===== src/hdl/allr_pkg.sv =====
// Shared types and constants for the box line reorder block.
package allr_pkg;

    localparam logic [2:0] CMD_INIT    = 3'd0;
    localparam logic [2:0] CMD_LEFT    = 3'd1;
    localparam logic [2:0] CMD_RIGHT   = 3'd2;
    localparam logic [2:0] CMD_SWAP    = 3'd3;
    localparam logic [2:0] CMD_REVERSE = 3'd4;
    localparam logic [2:0] CMD_REPORT  = 3'd5;

    localparam int unsigned SUM_W = 24;

    // datapath controls: read address, captures, link writes, walk and report sum
    typedef struct packed {
        logic       rd_en;      // unused; the read ports always read at the address rd_sel picks
        logic [1:0] rd_sel;     // 0: x, 1: y, 2: walk pointer
        logic       cap_x;      // capture lx, rx
        logic       cap_y;      // capture ly, ry
        logic       wr_en;
        logic [2:0] wr_step;    // which join of the relink sequence
        logic       init_wr;    // write init pattern at walk index
        logic       walk_clr;
        logic       walk_step;  // advance walk index / pointer
        logic       sum_add;
        logic       out_load;
    } dp_cmd_t;

    typedef struct packed {
        logic walk_last;
        logic adjacent;     // x and y are neighbors, from the captured links
        logic ry_is_x;
        logic ly_is_x;
    } dp_stat_t;

endpackage


===== src/hdl/allr_ctrl.sv =====
// Command sequencer for the box line reorder block.
module allr_ctrl #(
    parameter int unsigned AW = 13
) (
    input  logic               aclk,
    input  logic               aresetn,
    input  logic               s_valid,
    output logic               s_ready,
    input  logic [2:0]         s_command,
    input  logic [AW-1:0]      s_box_x,
    input  logic [AW-1:0]      s_box_y,
    input  logic [AW-1:0]      n,
    output logic               m_valid,
    input  logic               m_ready,
    input  allr_pkg::dp_stat_t stat,
    output allr_pkg::dp_cmd_t  cmd,
    output logic [2:0]         op,
    output logic [AW-1:0]      box_x,
    output logic [AW-1:0]      box_y,
    output logic               rev
);
    localparam logic [3:0] ST_IDLE = 4'd0, ST_RDX = 4'd1, ST_RDY = 4'd2,
        ST_CAPY = 4'd3, ST_WR = 4'd4, ST_INIT = 4'd5, ST_WRD = 4'd6,
        ST_WALK = 4'd7, ST_DONE = 4'd8, ST_OUT = 4'd9;

    logic [3:0]    state_reg, state_next;
    logic [2:0]    op_reg, op_next;
    logic [AW-1:0] x_reg, y_reg;
    logic          rev_reg, rev_next;
    logic [2:0]    step_reg, step_next;
    logic          mv_reg, mv_next;
    logic [2:0]    eff;
    logic          ok;

    assign s_ready = (state_reg == ST_IDLE) && !(mv_reg && !m_ready);
    assign m_valid = mv_reg;
    assign op = op_reg;
    // in idle the x read is issued straight from the incoming request
    assign box_x = (state_reg == ST_IDLE) ? s_box_x : x_reg;
    assign box_y = y_reg;
    assign rev = rev_reg;

    assign ok = s_box_x != '0 && s_box_y != '0 && s_box_x <= n && s_box_y <= n
                && s_box_x != s_box_y;
    always_comb begin
        eff = s_command;
        if (rev_reg && s_command == allr_pkg::CMD_LEFT) eff = allr_pkg::CMD_RIGHT;
        if (rev_reg && s_command == allr_pkg::CMD_RIGHT) eff = allr_pkg::CMD_LEFT;
    end

    always_comb begin
        state_next = state_reg; op_next = op_reg; rev_next = rev_reg;
        step_next = step_reg; mv_next = mv_reg && !m_ready;
        cmd = '0;
        cmd.rd_sel = 2'd2;
        case (state_reg)
            ST_IDLE: begin
                cmd.rd_sel = 2'd0;
                if (s_valid && s_ready) begin
                    op_next = eff;
                    case (s_command)
                        allr_pkg::CMD_INIT: begin
                            cmd.walk_clr = 1'b1; rev_next = 1'b0; state_next = ST_INIT;
                        end
                        allr_pkg::CMD_REVERSE: rev_next = ~rev_reg;
                        allr_pkg::CMD_REPORT: begin
                            cmd.walk_clr = 1'b1; state_next = ST_WALK;
                        end
                        allr_pkg::CMD_LEFT, allr_pkg::CMD_RIGHT, allr_pkg::CMD_SWAP:
                            if (ok) state_next = ST_RDX;
                        default: ;
                    endcase
                end
            end
            ST_RDX: begin
                cmd.rd_sel = 2'd1; cmd.cap_x = 1'b1; state_next = ST_RDY;
            end
            ST_RDY: begin
                cmd.rd_sel = 2'd1; state_next = ST_CAPY;
            end
            ST_CAPY: begin
                cmd.cap_y = 1'b1; step_next = '0;
                if ((op_reg == allr_pkg::CMD_LEFT && stat.ly_is_x) ||
                    (op_reg == allr_pkg::CMD_RIGHT && stat.ry_is_x))
                    state_next = ST_IDLE;
                else
                    state_next = ST_WR;
            end
            ST_WR: begin
                cmd.wr_en = 1'b1; cmd.wr_step = step_reg;
                step_next = step_reg + 1'b1;
                state_next = ST_WRD;
            end
            ST_WRD: begin
                // last join: three for moves and adjacent swaps, four otherwise
                if (step_reg == 3'd4 || (step_reg == 3'd3 &&
                    (op_reg != allr_pkg::CMD_SWAP || stat.adjacent)))
                    state_next = ST_IDLE;
                else
                    state_next = ST_WR;
            end
            ST_INIT: begin
                cmd.init_wr = 1'b1; cmd.walk_step = 1'b1;
                if (stat.walk_last) state_next = ST_IDLE;
            end
            ST_WALK: begin
                // read issued at pointer; result lands next cycle; n steps taken
                state_next = stat.walk_last ? ST_OUT : ST_DONE;
            end
            ST_DONE: begin
                cmd.walk_step = 1'b1; cmd.sum_add = 1'b1;
                state_next = ST_WALK;
            end
            ST_OUT: begin
                if (!mv_reg) begin
                    cmd.out_load = 1'b1; mv_next = 1'b1; state_next = ST_IDLE;
                end
            end
            default: state_next = ST_IDLE;
        endcase
    end

    always_ff @(posedge aclk) begin
        if (s_valid && s_ready) begin x_reg <= s_box_x; y_reg <= s_box_y; end
    end

    always_ff @(posedge aclk) begin
        if (!aresetn) begin
            state_reg <= ST_IDLE; op_reg <= '0; rev_reg <= 1'b0;
            step_reg <= '0; mv_reg <= 1'b0;
        end else begin
            state_reg <= state_next; op_reg <= op_next; rev_reg <= rev_next;
            step_reg <= step_next; mv_reg <= mv_next;
        end
    end

    a_ready_idle: assert property (@(posedge aclk) disable iff (!aresetn)
        s_ready |-> state_reg == ST_IDLE) else $error("ready outside idle");
    a_out_once: assert property (@(posedge aclk) disable iff (!aresetn)
        cmd.out_load |-> !mv_reg) else $error("result overwritten");
    a_no_mix: assert property (@(posedge aclk) disable iff (!aresetn)
        !(cmd.wr_en && cmd.init_wr)) else $error("write conflict");
endmodule


===== config.mk =====
export PLATFORM = sky130hd
export DESIGN_NAME = allr_ctrl
export DESIGN_NICKNAME = d
export VERILOG_FILES = /design/src/hdl/allr_pkg.sv /design/src/hdl/allr_ctrl.sv
export SDC_FILE = /design/constraint.sdc
export NUM_CORES = 1
export LEC_CHECK = 0
export BUFFER_PORTS_ARGS = -buffer_cell sky130_fd_sc_hd__buf_2
export CORE_ASPECT_RATIO = 1.4
export CORE_UTILIZATION = 54
export DETAILED_ROUTE_END_ITERATION = 10
export PLACE_DENSITY = 0.95
export SYNTH_ARGS = -nofsm -noshare
export SYNTH_HDL_FRONTEND = slang
export SYNTH_SLANG_ARGS = --single-unit

===== constraint.sdc =====
create_clock -name aclk -period 7.5 [get_ports aclk]
set_input_delay 0.375 -clock aclk [delete_from_list [all_inputs] [get_ports aclk]]
set_output_delay 0.375 -clock aclk [all_outputs]
set_load 0.05 [all_outputs]

==> run summary <==
Status: complete, no violations
Total wire length: 6405 µm
Ys flop type: edfxtp_1
Wire per inst: 15.11 µm
Number of synthesized register bits: 38
CP max stage delay: 1.00 ns
CP Data Required Time: 7.72 ns
Final setup skew: 0.005340 ns
Pwr/cell area: 354.3 nW/µm²
Asr flop ratio synth: 0
Leading area contributor after synthesis: edfxtp_1
Core footprint: 4608 µm²
Post-synth EDFFs: 26
DIE WIDTH: 60.86 µm
Synth cell count leaders: ha_1, edfxtp_1, inv_1
Largest net degree at the start of global routing: 28
Count leader, synth: ha_1
First-pass DRT Iterations: 5
First-pass GRT wire length: 10,130 µm
Count of final setup violators: 0
Util after Layout: 0.6986
Antenna violations before repair: 0
CTS clk-pin slew, worst paths: 0.07 ns
Post-Syn Area per Cell: 9.772 µm²
Top cells by area, synth: edfxtp_1, ha_1, dfxtp_1
Min cycle time layout: 3.379 ns
TritonCTS clock tree: built
H-Tree Depth: 2
Share of cells above drive strength 1: 0.3343
Root Driver: clkbuf_8
Crit Path Category: flop to flop
CP arrival: 3.60 ns
Worst-Margin Slew: 1.091 ns
Critical path cell sequence: nor4_4 > nor3b_4 > buf_4 > nand4_1 > a21oi_1 > o21ai_1 > nor3_2 > mux2i_1
CTS Buf Count: 5
Clock latency on the worst-skew pair: 0.29 ns
Final period util: 0.4506
Multi-input gate area: 1478 µm²
Max_cap viols: 0
GRT overflow: 0
Initial core utilization: 0.5683
Clk sinks: 38
# diodes: 0
Rows: 29
Post-synthesis sequential area ratio: 0.3899
Layout area overhead: 22.93%
Routability-driven placement congestion ratio: 0.9347
Syn nets: 347
Worst Hold Class: primary input to flop
Via count: 2,460
Post-DRT Antenna Nets: 0
Final Hold Violating Endpoints: 0
Die Area: 5136 µm²
Number of remaining DRC errors: 0
Top-area cell type share of the netlist area: 0.2981
Post-CTS Setup Bufs: 0
Fill count: 335
I/O Pins: 96
Slowest cell on crit path: nor4_4
GRT Total Usage: 0.2587
Resize count post-CTS: 0
Port Buffers: 94
Startpoint Class: flop
Synth Instances: 268
Synth Cell Area: 2619 µm²
Pwr Total: 1141 µW
Clock Tree Buf Depth: 2
Vias in the first global route: 2,326
Critical Path End Type: flop
Die height: 84.40 µm
Max Slew Vio Count: 0
Rel. slew slack: 0.2674
Crit Path Max Fanout: 27
Maximum clock frequency: 0.2959 GHz
Peak VDD IR: 287.5 µV
Pleak: 0.001489 µW
RSZ-0062 raised after global routing: no
DR iter-0 viols: 128
Hold-fix buffers, CTS: 0
Yosys Warn Count: 0
Final Net Count: 441
Distinct cells, synth: 42
Register area: 1021 µm²
Setup TNS: 0 ns
HPWL after detailed placement: 5095 µm
Vias per inst: 5.802
[worst max-delay path, delay by kind of cell, from the launching register on]
family	cells	cell delay, ns
AND/OR/NAND/NOR	4	1.90
buffers and inverters	1	0.41
flip-flops	1	0.48
AO/OA/AOI/OAI	2	0.31
multiplexers	1	0.20
[routing by layer]
layer  global-route usage  up-vias  part of all wire
li1                     -     1168                 -
met1               0.2898     1116              0.37
met2               0.4416      144              0.50
met3              0.04468       32             0.080
met4               0.1508        0             0.049
met5                    0        -                 0
[area by class of cell]
class                   count  area share
inverters                  23     0.02682
multi-input cells         199      0.4590
clock inverters             2    0.003109
clock buffers               5     0.02138
flip-flops and latches     38      0.3171
repair buffers             95      0.1485
well taps                  62     0.02410
[stage by stage]
stage,setup slack [ns],instance area [µm²],hold WS (ns),cells
2_1_floorplan,4.556,2619,0.4739,268
3_3_place_gp,4.311,3141,0.5292,417
3_5_place_dp,4.186,3141,0.5441,417
4_1_cts,4.167,3219,0.3198,424
5_1_grt,3.890,3219,0.3267,424
6_report,4.121,3219,0.3205,424
[cells by family after synthesis]
group / count (synthesis) / share of synthesized area
AO/OA/AOI/OAI: 46 / 0.1123
XOR/XNOR: 16 / 0.05351
adder cells (fa/ha/maj): 29 / 0.1386
buffers and inverters: 31 / 0.04587
flip-flops: 38 / 0.3899
multiplexers: 16 / 0.06737
other: 1 / 0.001432
AND/OR/NAND/NOR: 91 / 0.1911
[placed cells by master, fill, tap and decap left out, types with 8 or more instances in the layout]
cell type / count
a21oi_1: 14
buf_2: 94
dfxtp_1: 12
edfxtp_1: 26
ha_1: 29
inv_1: 23
mux2_2: 13
nand2_1: 16
nand4_1: 8
nor2_1: 16
nor2b_1: 8
nor3_1: 11
nor4_1: 9
o21ai_0: 10
xnor2_1: 10
[path summary, 6_finish.rpt]
check / start / to / slack [ns] / cells past startpoint
hold reg to reg: step_reg[2] / step_reg[2] / 0.55 / 2
setup / recovery: state_reg[1] / state_reg[2] / 4.12 / 8
setup reg to reg: state_reg[1] / state_reg[2] / 4.12 / 8
hold / removal: s_box_y[3] / box_y[3] / 0.32 / 1
[where the power goes]
group,leakage [µW],total (µW),internal [µW],switching [µW]
Sequential,0.000347,328,289,38.4
Combinational,0.00110,682,200,482
Clock,0.0000438,131,62.3,68.7
Note: power is estimated with default switching activity, not from simulation.
